<file path="config.mk">
export PLATFORM = sky130hd
export DESIGN_NAME = serial_frame_even_parity_txrx
export DESIGN_NICKNAME = d
export VERILOG_FILES = /design/src/rtl/sfep_pkg.sv /design/src/rtl/sfep_tx.sv /design/src/rtl/sfep_rx.sv /design/src/rtl/serial_frame_even_parity_txrx.sv
export VERILOG_INCLUDE_DIRS = /design/src /design/src/rtl
export SDC_FILE = /design/constraint.sdc
export NUM_CORES = 1
export LEC_CHECK = 0
export BUFFER_PORTS_ARGS = -buffer_cell sky130_fd_sc_hd__buf_2
export CAP_MARGIN = 40
export CORE_ASPECT_RATIO = 0.7
export CORE_MARGIN = 1
export CORE_UTILIZATION = 35
export DETAILED_ROUTE_END_ITERATION = 6
export SETUP_SLACK_MARGIN = 0.02
export SKIP_LAST_GASP = 1
export SLEW_MARGIN = 20
export SYNTH_ARGS = -nofsm -noshare
export SYNTH_HDL_FRONTEND = slang
export SYNTH_HIERARCHICAL = 1
export SYNTH_SLANG_ARGS = --single-unit
</file>
<file path="constraint.sdc">
create_clock -name clock -period 5.6 [get_ports clock]
set_input_delay 0.56 -clock clock [delete_from_list [all_inputs] [get_ports clock]]
set_output_delay 0.56 -clock clock [all_outputs]
set_load 0.01 [all_outputs]
</file>
<file path="src/rtl/assert_macros.svh">
// ----------------------------------------------------------------------------
// assert_macros.svh
// Concurrent assertion shorthands shared by the RTL. Define ASSERT_OFF to drop
// every check.
// ----------------------------------------------------------------------------
`ifndef ASSERT_MACROS_SVH
`define ASSERT_MACROS_SVH

`ifndef ASSERT_OFF

// same-cycle implication, ignored while reset is high
`define ASSERT_IMPLY(label, clk, rst, ante, cons) \
   label: assert property (@(posedge clk) disable iff (rst) (ante) |-> (cons)) \
      else $error("assertion failed: same-cycle implication");

// next-cycle implication, ignored while reset is high
`define ASSERT_NEXT(label, clk, rst, ante, cons) \
   label: assert property (@(posedge clk) disable iff (rst) (ante) |=> (cons)) \
      else $error("assertion failed: next-cycle implication");

`else

`define ASSERT_IMPLY(label, clk, rst, ante, cons)
`define ASSERT_NEXT(label, clk, rst, ante, cons)

`endif

`endif

</file>
<file path="src/rtl/sfep_pkg.sv">
// ----------------------------------------------------------------------------
// sfep_pkg
// Types and constants of the even-parity serial transmitter and receiver.
// ----------------------------------------------------------------------------
`default_nettype none

package sfep_pkg;

   // timer width: longest interval is 7 half bits of a 16-bit period
   localparam int unsigned TIMER_W  = 18;
   localparam int unsigned PERIOD_W = 16;
   localparam int unsigned STOP_W   = 3;
   localparam int unsigned BYTE_W   = 8;

   // register indexes of the configuration port
   localparam logic CSR_BIT_PERIOD = 1'b0;
   localparam logic CSR_STOP_HALF  = 1'b1;

   localparam logic [PERIOD_W-1:0] BIT_PERIOD_RESET = 16'd16;
   localparam logic [STOP_W-1:0]   STOP_HALF_RESET  = 3'd5;
   localparam logic [PERIOD_W-1:0] PERIOD_MIN       = 16'd2;
   localparam logic [STOP_W-1:0]   STOP_HALF_MIN    = 3'd2;

   typedef enum logic [2:0] {
      TX_IDLE = 3'b001,
      TX_BITS = 3'b010,
      TX_STOP = 3'b100
   } tx_phase_type;

   typedef enum logic [2:0] {
      RX_HUNT = 3'b001,
      RX_BITS = 3'b010,
      RX_STOP = 3'b100
   } rx_phase_type;

   // timing limits derived from the configuration registers
   typedef struct packed {
      logic [PERIOD_W-1:0] period;
      logic [TIMER_W-1:0]  stop_ticks;
   } timing_type;

   typedef struct packed {
      logic line;
      logic busy;
   } tx_out_type;

   typedef struct packed {
      logic              valid;
      logic [BYTE_W-1:0] data;
      logic              parity_error;
   } rx_out_type;

endpackage

`default_nettype wire

</file>
<file path="src/rtl/sfep_tx.sv">
// ----------------------------------------------------------------------------
// sfep_tx
// Frame transmitter: start bit, data LSB first, even parity, stop time.
// ----------------------------------------------------------------------------
`default_nettype none

module sfep_tx
   import sfep_pkg::*;
#(
   parameter int unsigned DATA_BITS = 8
) (
   input  wire logic              clock,
   input  wire logic              reset,
   input  wire logic              advance,
   input  wire timing_type        timing,
   input  wire logic              send_request,
   input  wire logic [BYTE_W-1:0] tx_byte,
   output tx_out_type             tx_out
);

   localparam int unsigned FRAME_W = DATA_BITS + 2;
   localparam int unsigned CNT_W   = $clog2(FRAME_W);
   localparam logic [CNT_W-1:0] LAST_BIT = CNT_W'(FRAME_W - 1);

   tx_phase_type         phase_ff, phase_in, act_phase;
   logic [FRAME_W-1:0]   shift_ff, shift_in, act_shift;
   logic [CNT_W-1:0]     cnt_ff, cnt_in, act_cnt;
   logic [TIMER_W-1:0]   timer_ff, timer_in, act_timer, timer_inc;
   logic [DATA_BITS-1:0] data;

   assign data = DATA_BITS'(tx_byte);

   always_comb begin
      // load a new frame when idle, then run it in the same tick
      act_phase = phase_ff;
      act_shift = shift_ff;
      act_cnt   = cnt_ff;
      act_timer = timer_ff;
      if (phase_ff == TX_IDLE && send_request) begin
         act_phase = TX_BITS;
         act_shift = {^data, data, 1'b0};
         act_cnt   = '0;
         act_timer = '0;
      end

      phase_in    = act_phase;
      shift_in    = act_shift;
      cnt_in      = act_cnt;
      timer_in    = act_timer;
      timer_inc   = act_timer + 1'b1;
      tx_out.line = 1'b1;
      tx_out.busy = 1'b0;

      case (act_phase)
         TX_BITS: begin
            tx_out.line = act_shift[0];
            tx_out.busy = 1'b1;
            timer_in    = timer_inc;
            if (timer_inc >= TIMER_W'(timing.period)) begin
               timer_in = '0;
               shift_in = {1'b1, act_shift[FRAME_W-1:1]};
               if (act_cnt == LAST_BIT) begin
                  cnt_in   = '0;
                  phase_in = TX_STOP;
               end else begin
                  cnt_in = act_cnt + 1'b1;
               end
            end
         end
         TX_STOP: begin
            tx_out.busy = 1'b1;
            timer_in    = timer_inc;
            if (timer_inc >= timing.stop_ticks) begin
               timer_in = '0;
               phase_in = TX_IDLE;
            end
         end
         TX_IDLE: begin
            phase_in = TX_IDLE;
         end
         default: begin
            phase_in = TX_IDLE;
         end
      endcase
   end

   always_ff @(posedge clock) begin
      if (reset) begin
         phase_ff <= TX_IDLE;
         shift_ff <= '0;
         cnt_ff   <= '0;
         timer_ff <= '0;
      end else if (advance) begin
         phase_ff <= phase_in;
         shift_ff <= shift_in;
         cnt_ff   <= cnt_in;
         timer_ff <= timer_in;
      end
   end

endmodule

`default_nettype wire

</file>
<file path="src/rtl/sfep_rx.sv">
// ----------------------------------------------------------------------------
// sfep_rx
// Frame receiver: falling-edge hunt, mid-bit sampling, parity check, stop wait.
// ----------------------------------------------------------------------------
`default_nettype none

module sfep_rx
   import sfep_pkg::*;
#(
   parameter int unsigned DATA_BITS = 8
) (
   input  wire logic       clock,
   input  wire logic       reset,
   input  wire logic       advance,
   input  wire timing_type timing,
   input  wire logic       rx_line,
   output rx_out_type      rx_out
);

   localparam int unsigned IDX_W = $clog2(DATA_BITS + 1);
   localparam logic [IDX_W-1:0] PARITY_IDX = IDX_W'(DATA_BITS);

   rx_phase_type         phase_ff, phase_in;
   logic [DATA_BITS-1:0] shift_ff, shift_in;
   logic [IDX_W-1:0]     idx_ff, idx_in;
   logic [TIMER_W-1:0]   timer_ff, timer_in, timer_inc, target;
   logic                 prev_ff;
   logic [BYTE_W-1:0]    held_byte_ff, held_byte_in;
   logic                 held_err_ff, held_err_in;
   logic                 valid;

   assign timer_inc = timer_ff + 1'b1;
   // first sample lands one and a half periods after the edge
   assign target = (idx_ff == '0)
                 ? TIMER_W'(timing.period) + TIMER_W'(timing.period[PERIOD_W-1:1])
                 : TIMER_W'(timing.period);

   always_comb begin
      phase_in     = phase_ff;
      shift_in     = shift_ff;
      idx_in       = idx_ff;
      timer_in     = timer_ff;
      held_byte_in = held_byte_ff;
      held_err_in  = held_err_ff;
      valid        = 1'b0;
      case (phase_ff)
         RX_HUNT: begin
            if (prev_ff && !rx_line) begin
               phase_in = RX_BITS;
               timer_in = '0;
               idx_in   = '0;
               shift_in = '0;
            end
         end
         RX_BITS: begin
            timer_in = timer_inc;
            if (timer_inc >= target) begin
               timer_in = '0;
               if (idx_ff != PARITY_IDX) begin
                  shift_in = {rx_line, shift_ff[DATA_BITS-1:1]};
                  idx_in   = idx_ff + 1'b1;
               end else begin
                  held_byte_in = BYTE_W'(shift_ff);
                  held_err_in  = (^shift_ff) ^ rx_line;
                  valid        = 1'b1;
                  idx_in       = '0;
                  phase_in     = RX_STOP;
               end
            end
         end
         RX_STOP: begin
            timer_in = timer_inc;
            if (timer_inc >= timing.stop_ticks) begin
               timer_in = '0;
               phase_in = RX_HUNT;
            end
         end
         default: begin
            phase_in = RX_HUNT;
         end
      endcase
   end

   assign rx_out.valid        = valid;
   assign rx_out.data         = held_byte_in;
   assign rx_out.parity_error = held_err_in;

   always_ff @(posedge clock) begin
      if (reset) begin
         phase_ff     <= RX_HUNT;
         shift_ff     <= '0;
         idx_ff       <= '0;
         timer_ff     <= '0;
         prev_ff      <= 1'b1;
         held_byte_ff <= '0;
         held_err_ff  <= 1'b0;
      end else if (advance) begin
         phase_ff     <= phase_in;
         shift_ff     <= shift_in;
         idx_ff       <= idx_in;
         timer_ff     <= timer_in;
         prev_ff      <= rx_line;
         held_byte_ff <= held_byte_in;
         held_err_ff  <= held_err_in;
      end
   end

endmodule

`default_nettype wire

</file>
<file path="src/rtl/serial_frame_even_parity_txrx.sv">
// ----------------------------------------------------------------------------
// serial_frame_even_parity_txrx
// Serial transmitter and receiver with even parity and a programmable stop
// time. Every transfer on req_ is one clock tick of the serial side.
//
//   channel | dir | payload (lowest bit first)                     | per transfer
//   req_    | in  | send_request, tx_byte[7:0], rx_line            | one tick
//   rsp_    | out | tx_line, tx_busy, rx_valid, rx_byte, parity_err | one result
//   csr_    | in  | index 0 bit_period_ticks, 1 stop_half_bits     | one write
//
// Each req_ transfer produces exactly one rsp_ transfer; its result is valid on rsp_ in the next cycle.
// A new tick is taken every cycle while rsp_ is taken; the single output
// register is the only stage, so throughput is one tick per cycle.
// Reset is synchronous: both state machines go idle, the receiver assumes
// a high line, held byte and error flag clear. While a result waits, rsp_tready
// low holds the output register and stalls req_ until the result is taken.
// ----------------------------------------------------------------------------
`default_nettype none

`include "assert_macros.svh"

module serial_frame_even_parity_txrx
   import sfep_pkg::*;
#(
   parameter int unsigned DATA_BITS = 8
) (
   input  wire logic        clock,
   input  wire logic        reset,
   // configuration
   input  wire logic        csr_we,
   input  wire logic        csr_addr,
   input  wire logic [15:0] csr_wdata,
   // tick input
   input  wire logic        req_tvalid,
   output logic             req_tready,
   input  wire logic [15:0] req_tdata,   // send_request, tx_byte[7:0], rx_line, pad
   // tick result
   output logic             rsp_tvalid,
   input  wire logic        rsp_tready,
   output logic [15:0]      rsp_tdata    // tx_line, tx_busy, rx_valid, rx_byte[7:0],
                                         // rx_parity_error, pad
);

   logic [PERIOD_W-1:0] period_ff, period_in;
   logic [STOP_W-1:0]   stop_half_ff, stop_half_in;
   logic [PERIOD_W-1:0] period_eff;
   logic [STOP_W-1:0]   stop_half_eff;
   logic [PERIOD_W+STOP_W-1:0] stop_prod;
   timing_type          timing;

   logic                accept;
   logic                send_request;
   logic [BYTE_W-1:0]   tx_byte;
   logic                rx_line;
   tx_out_type          tx_out;
   rx_out_type          rx_out;

   logic                rsp_valid_ff, rsp_valid_in;
   logic [15:0]         rsp_data_ff;

   // configuration registers: take effect on the next tick
   always_comb begin
      period_in    = period_ff;
      stop_half_in = stop_half_ff;
      if (csr_we) begin
         case (csr_addr)
            CSR_BIT_PERIOD: period_in    = csr_wdata;
            CSR_STOP_HALF:  stop_half_in = csr_wdata[STOP_W-1:0];
            default: begin
               period_in = period_ff;
            end
         endcase
      end
   end

   always_ff @(posedge clock) begin
      if (reset) begin
         period_ff    <= BIT_PERIOD_RESET;
         stop_half_ff <= STOP_HALF_RESET;
      end else begin
         period_ff    <= period_in;
         stop_half_ff <= stop_half_in;
      end
   end

   // clamp out-of-range settings; stop time is half bits times period over two
   assign period_eff    = (period_ff < PERIOD_MIN) ? PERIOD_MIN : period_ff;
   assign stop_half_eff = (stop_half_ff < STOP_HALF_MIN) ? STOP_HALF_MIN : stop_half_ff;
   assign stop_prod     = (PERIOD_W+STOP_W)'(stop_half_eff) * (PERIOD_W+STOP_W)'(period_eff);
   assign timing.period     = period_eff;
   assign timing.stop_ticks = stop_prod[PERIOD_W+STOP_W-1:1];

   // one tick per accepted transfer; ready whenever the output register frees up
   assign req_tready   = !rsp_valid_ff || rsp_tready;
   assign accept       = req_tvalid && req_tready;
   assign send_request = req_tdata[0];
   assign tx_byte      = req_tdata[8:1];
   assign rx_line      = req_tdata[9];

   sfep_tx #(
      .DATA_BITS (DATA_BITS)
   ) u_tx (
      .clock        (clock),
      .reset        (reset),
      .advance      (accept),
      .timing       (timing),
      .send_request (send_request),
      .tx_byte      (tx_byte),
      .tx_out       (tx_out)
   );

   sfep_rx #(
      .DATA_BITS (DATA_BITS)
   ) u_rx (
      .clock   (clock),
      .reset   (reset),
      .advance (accept),
      .timing  (timing),
      .rx_line (rx_line),
      .rx_out  (rx_out)
   );

   // output register: load on accept, hold while stalled
   assign rsp_valid_in = accept || (rsp_valid_ff && !rsp_tready);

   always_ff @(posedge clock) begin
      if (reset) begin
         rsp_valid_ff <= 1'b0;
      end else begin
         rsp_valid_ff <= rsp_valid_in;
      end
   end

   always_ff @(posedge clock) begin
      if (accept) begin
         rsp_data_ff <= {4'b0000, rx_out.parity_error, rx_out.data, rx_out.valid,
                         tx_out.busy, tx_out.line};
      end
   end

   assign rsp_tvalid = rsp_valid_ff;
   assign rsp_tdata  = rsp_data_ff;

   // an accepted tick always shows up as a result in the next cycle
   `ASSERT_NEXT(a_accept_gives_result, clock, reset, accept, rsp_valid_ff)
   // an idle transmitter drives the line high
   `ASSERT_IMPLY(a_idle_line_high, clock, reset,
                 rsp_valid_ff && !rsp_data_ff[1], rsp_data_ff[0])
   // the stop wait keeps two frame reports apart
   `ASSERT_NEXT(a_no_double_report, clock, reset,
                accept && rx_out.valid, !(accept && rx_out.valid))

endmodule

`default_nettype wire
</file>
==> flow_summary.ini <==
[drt]
first_pass_iters = 5
wl_per_cell_um = 15.51
first_iter_violations = 650
num_vias = 8304
drtAntennaViolNets = 0
drc = 0
viasPerCell = 5.276
drt-total-wl_um = 24410

[clock_tree]
cts.sinks = 110
clk_path_buf_depth = 2
insertion_delay_ps = 370
cts_hold_buf = 0
clkSlewWorstSetupHoldPaths_ps = 70
cts_buffers = 9
tritoncts = yes
root_buffer = clkbuf_16
htreeDepth = 3

[power]
max-vdd-ir-drop_v = 0.0001449
p_per_area_mw_per_mm2 = 184.6
p_leak_nw = 4.721

[critical_path]
arrival_ps = 5520
reg2reg_from = period_ff[4]
r2r_cells = 24
cp.required_ps = 5860
worstSetupPathType = reg2reg
reg2reg_to = u_rx/timer_ff[2]
cp-end-kind = flip-flop
start_kind = flip-flop
worstSetupStartpoint = period_ff[4]
r2r_setup_slack_ps = 340
endpoint = u_rx/timer_ff[2]
cp_max_fo = 5

[die]
die_width_um = 198.9
fp.coreArea_mm2 = 0.02671
dieArea_mm2 = 0.02781
io_pins = 56
die_h_um = 139.8
initial_core_util = 0.3556
row_count = 50

[global_routing]
met3_usage = 0.02787
grt_max_degree = 39
grt_pass1_wl_um = 39820
grt_pass1_vias = 7909
use_met2 = 0.2703
grt_util_all_layers = 0.1800
grt-busiest-layer = met2
met1_usage = 0.2695
grt_overflow = 0
antenna_found_initial = 0

[cells_and_area]
layout_common_cells = nand2_1, ha_1, dfxtp_1
nets = 1367
antenna_cells = 0
area_growth_pct = 12.88
fin_area_mm2 = 0.01072
layout_commonest_cell = nand2_1
layout-drive-gt1-share = 0.1496
fin_cells = 1574

[hold_path]
hp-class = in2reg

[synth]
ys_seq_area_frac = 0.2445
yosys.area.top_type = dfxtp_1
avgSynthCellArea_um2 = 8.224
ys_top_cells_by_area = dfxtp_1, ha_1, nand2_1
synth_top_area_share = 0.2065
netlist_instances = 1155
synth-warning-count = 6
ys.flop_type = dfxtp_1
ys_ff_latch = 110
synth_cell_types = 93
synth_edf_count = 12
async_reset_ff_frac = 0
syn_area_mm2 = 0.009499

[sta]
rsz0062_at_grt = no
tightestPinTransition_ps = 854.0
setup_slack_ps = 336.6
fin_tns_setup_ps = 0
slew-limit-headroom = 0.4295
fin_crit_ps = 5263
fin_hold_ws_ps = 410.8
final_max_slew_viol_count = 0
worst_clock_skew_ps = 14.37
finalHoldViolCount = 0
clock.fmax_mhz = 190.0
fin_crit_sh = 0.9399
setup_violations = 0

[place]
globalplace.congestion = 0.9355
dp_slack_ps = 89.91
hpwl_um = 18980
place_area_mm2 = 0.01029
placed_cells = 1556
io_buffers = 45

[status]
outcome = complete, no violations

[flow_run]
max_cap_violations = 0
[what timing repair did]
action                                  in CTS  in global routing
endpoints found under the setup margin       0                 65
buffers inserted                             0                  2
resized for setup                            0                 19
[critical path: stages (launching register included)]
cell      delay (ps)
dfxtp_1          320
nor4_2           290
buf_4            170
nand4_1          120
nand2b_1         140
buf_4            130
nand2_1           70
fa_1             530
inv_1             70
fa_2             390
a21o_1           240
a221oi_4         330
o21ai_2          130
a21oi_2          210
xnor2_1          180
inv_1             90
ha_1             320
nand4_1          110
or3_1            390
a211oi_2         220
nor4_2           100
nor2_2           160
buf_4            170
a211oi_2          40
a31o_2           220
[final cells by class]
class	instances	area, um2
tap	364	455.4
multi-input combinational	897	6683
clock inverter	7	87.58
fill	2705	15990
clock buffer	9	225.2
sequential	110	2322
inverter	91	341.6
timing repair buffer	96	608.1
[kinds of logic (layout without fill, tap and decap cells)]
group                      after synthesis  after routing  share of synthesized area
and+or+nand+nor                        391            391                     0.2081
AOI/OAI and AO/OA                      261            261                     0.1888
buffers and inverters                  151            203                    0.06691
adders and majority gates              124            124                     0.1760
DFF                                    110            110                     0.2445
xor gates and xnor gates                70             70                    0.06454
muxes                                   47             47                    0.05084
other                                    1              4                  0.0003948
[metrics by stage]
stage / utilization / power (mW)
after floorplan: - / 1.157
after global placement: 0.3848 / 1.284
after detailed placement: 0.3853 / 1.292
after CTS: 0.3970 / 1.985
after global routing: 0.4014 / 2.082
final: 0.4014 / 1.979
[routing by layer]
| layer | up-vias | wire (um) |
|---|---|---|
| met4 | 0 | 206 |
| met3 | 15 | 922 |
| met1 | 3978 | 12990 |
| met5 | - | 0 |
| met2 | 131 | 10290 |
| li1 | 4180 | - |
[state kept, by name (all words and copies together) (netlist names)]
register / cells
u_rx/timer_ff: 18
u_tx/timer_ff: 18
period_ff: 16
rsp_tdata: 12
u_tx/shift_ff: 10
u_rx/held_byte_ff: 8
u_rx/shift_ff: 8
u_rx/idx_ff: 4
u_tx/cnt_ff: 4
stop_half_ff: 3
u_rx/phase_ff: 3
u_tx/phase_ff: 3
rsp_tvalid: 1
u_rx/held_err_ff: 1
u_rx/prev_ff: 1
[power breakdown]
part,switching [mW],total (mW),leakage (nW),internal [mW]
Sequential,0.0141,0.830,0.912,0.815
Combinational,0.282,0.457,3.66,0.174
Clock,0.335,0.693,0.153,0.357
Total,0.632,1.98,4.72,1.35
[cell usage after synthesis (all sizes together), types with 16 or more instances]
master,count
a21o,17
xor2,26
ha,108
dfxtp,98
mux2i,37
nand2,158
nor2b,19
clkbuf,40
and2,16
inv,90
a21oi,84
a22o,17
o21ai,52
nand4,21
nand3,38
buf,20
nor2,55
xnor2,44
fa,16
[how the worst min path moves through the flow]
stage	start	end	slack, ps	cells past startpoint
after CTS	csr_wdata[4]	period_ff[4]	410	3
after global placement	u_rx/prev_ff	u_rx/prev_ff	450	2
final	csr_wdata[4]	period_ff[4]	410	3
after floorplan	u_rx/prev_ff	u_rx/prev_ff	430	2
after detailed placement	stop_half_ff[0]	stop_half_ff[0]	470	1
after global routing	csr_wdata[8]	period_ff[8]	420	3
No activity file was read; power rests on OpenSTA's default activity.
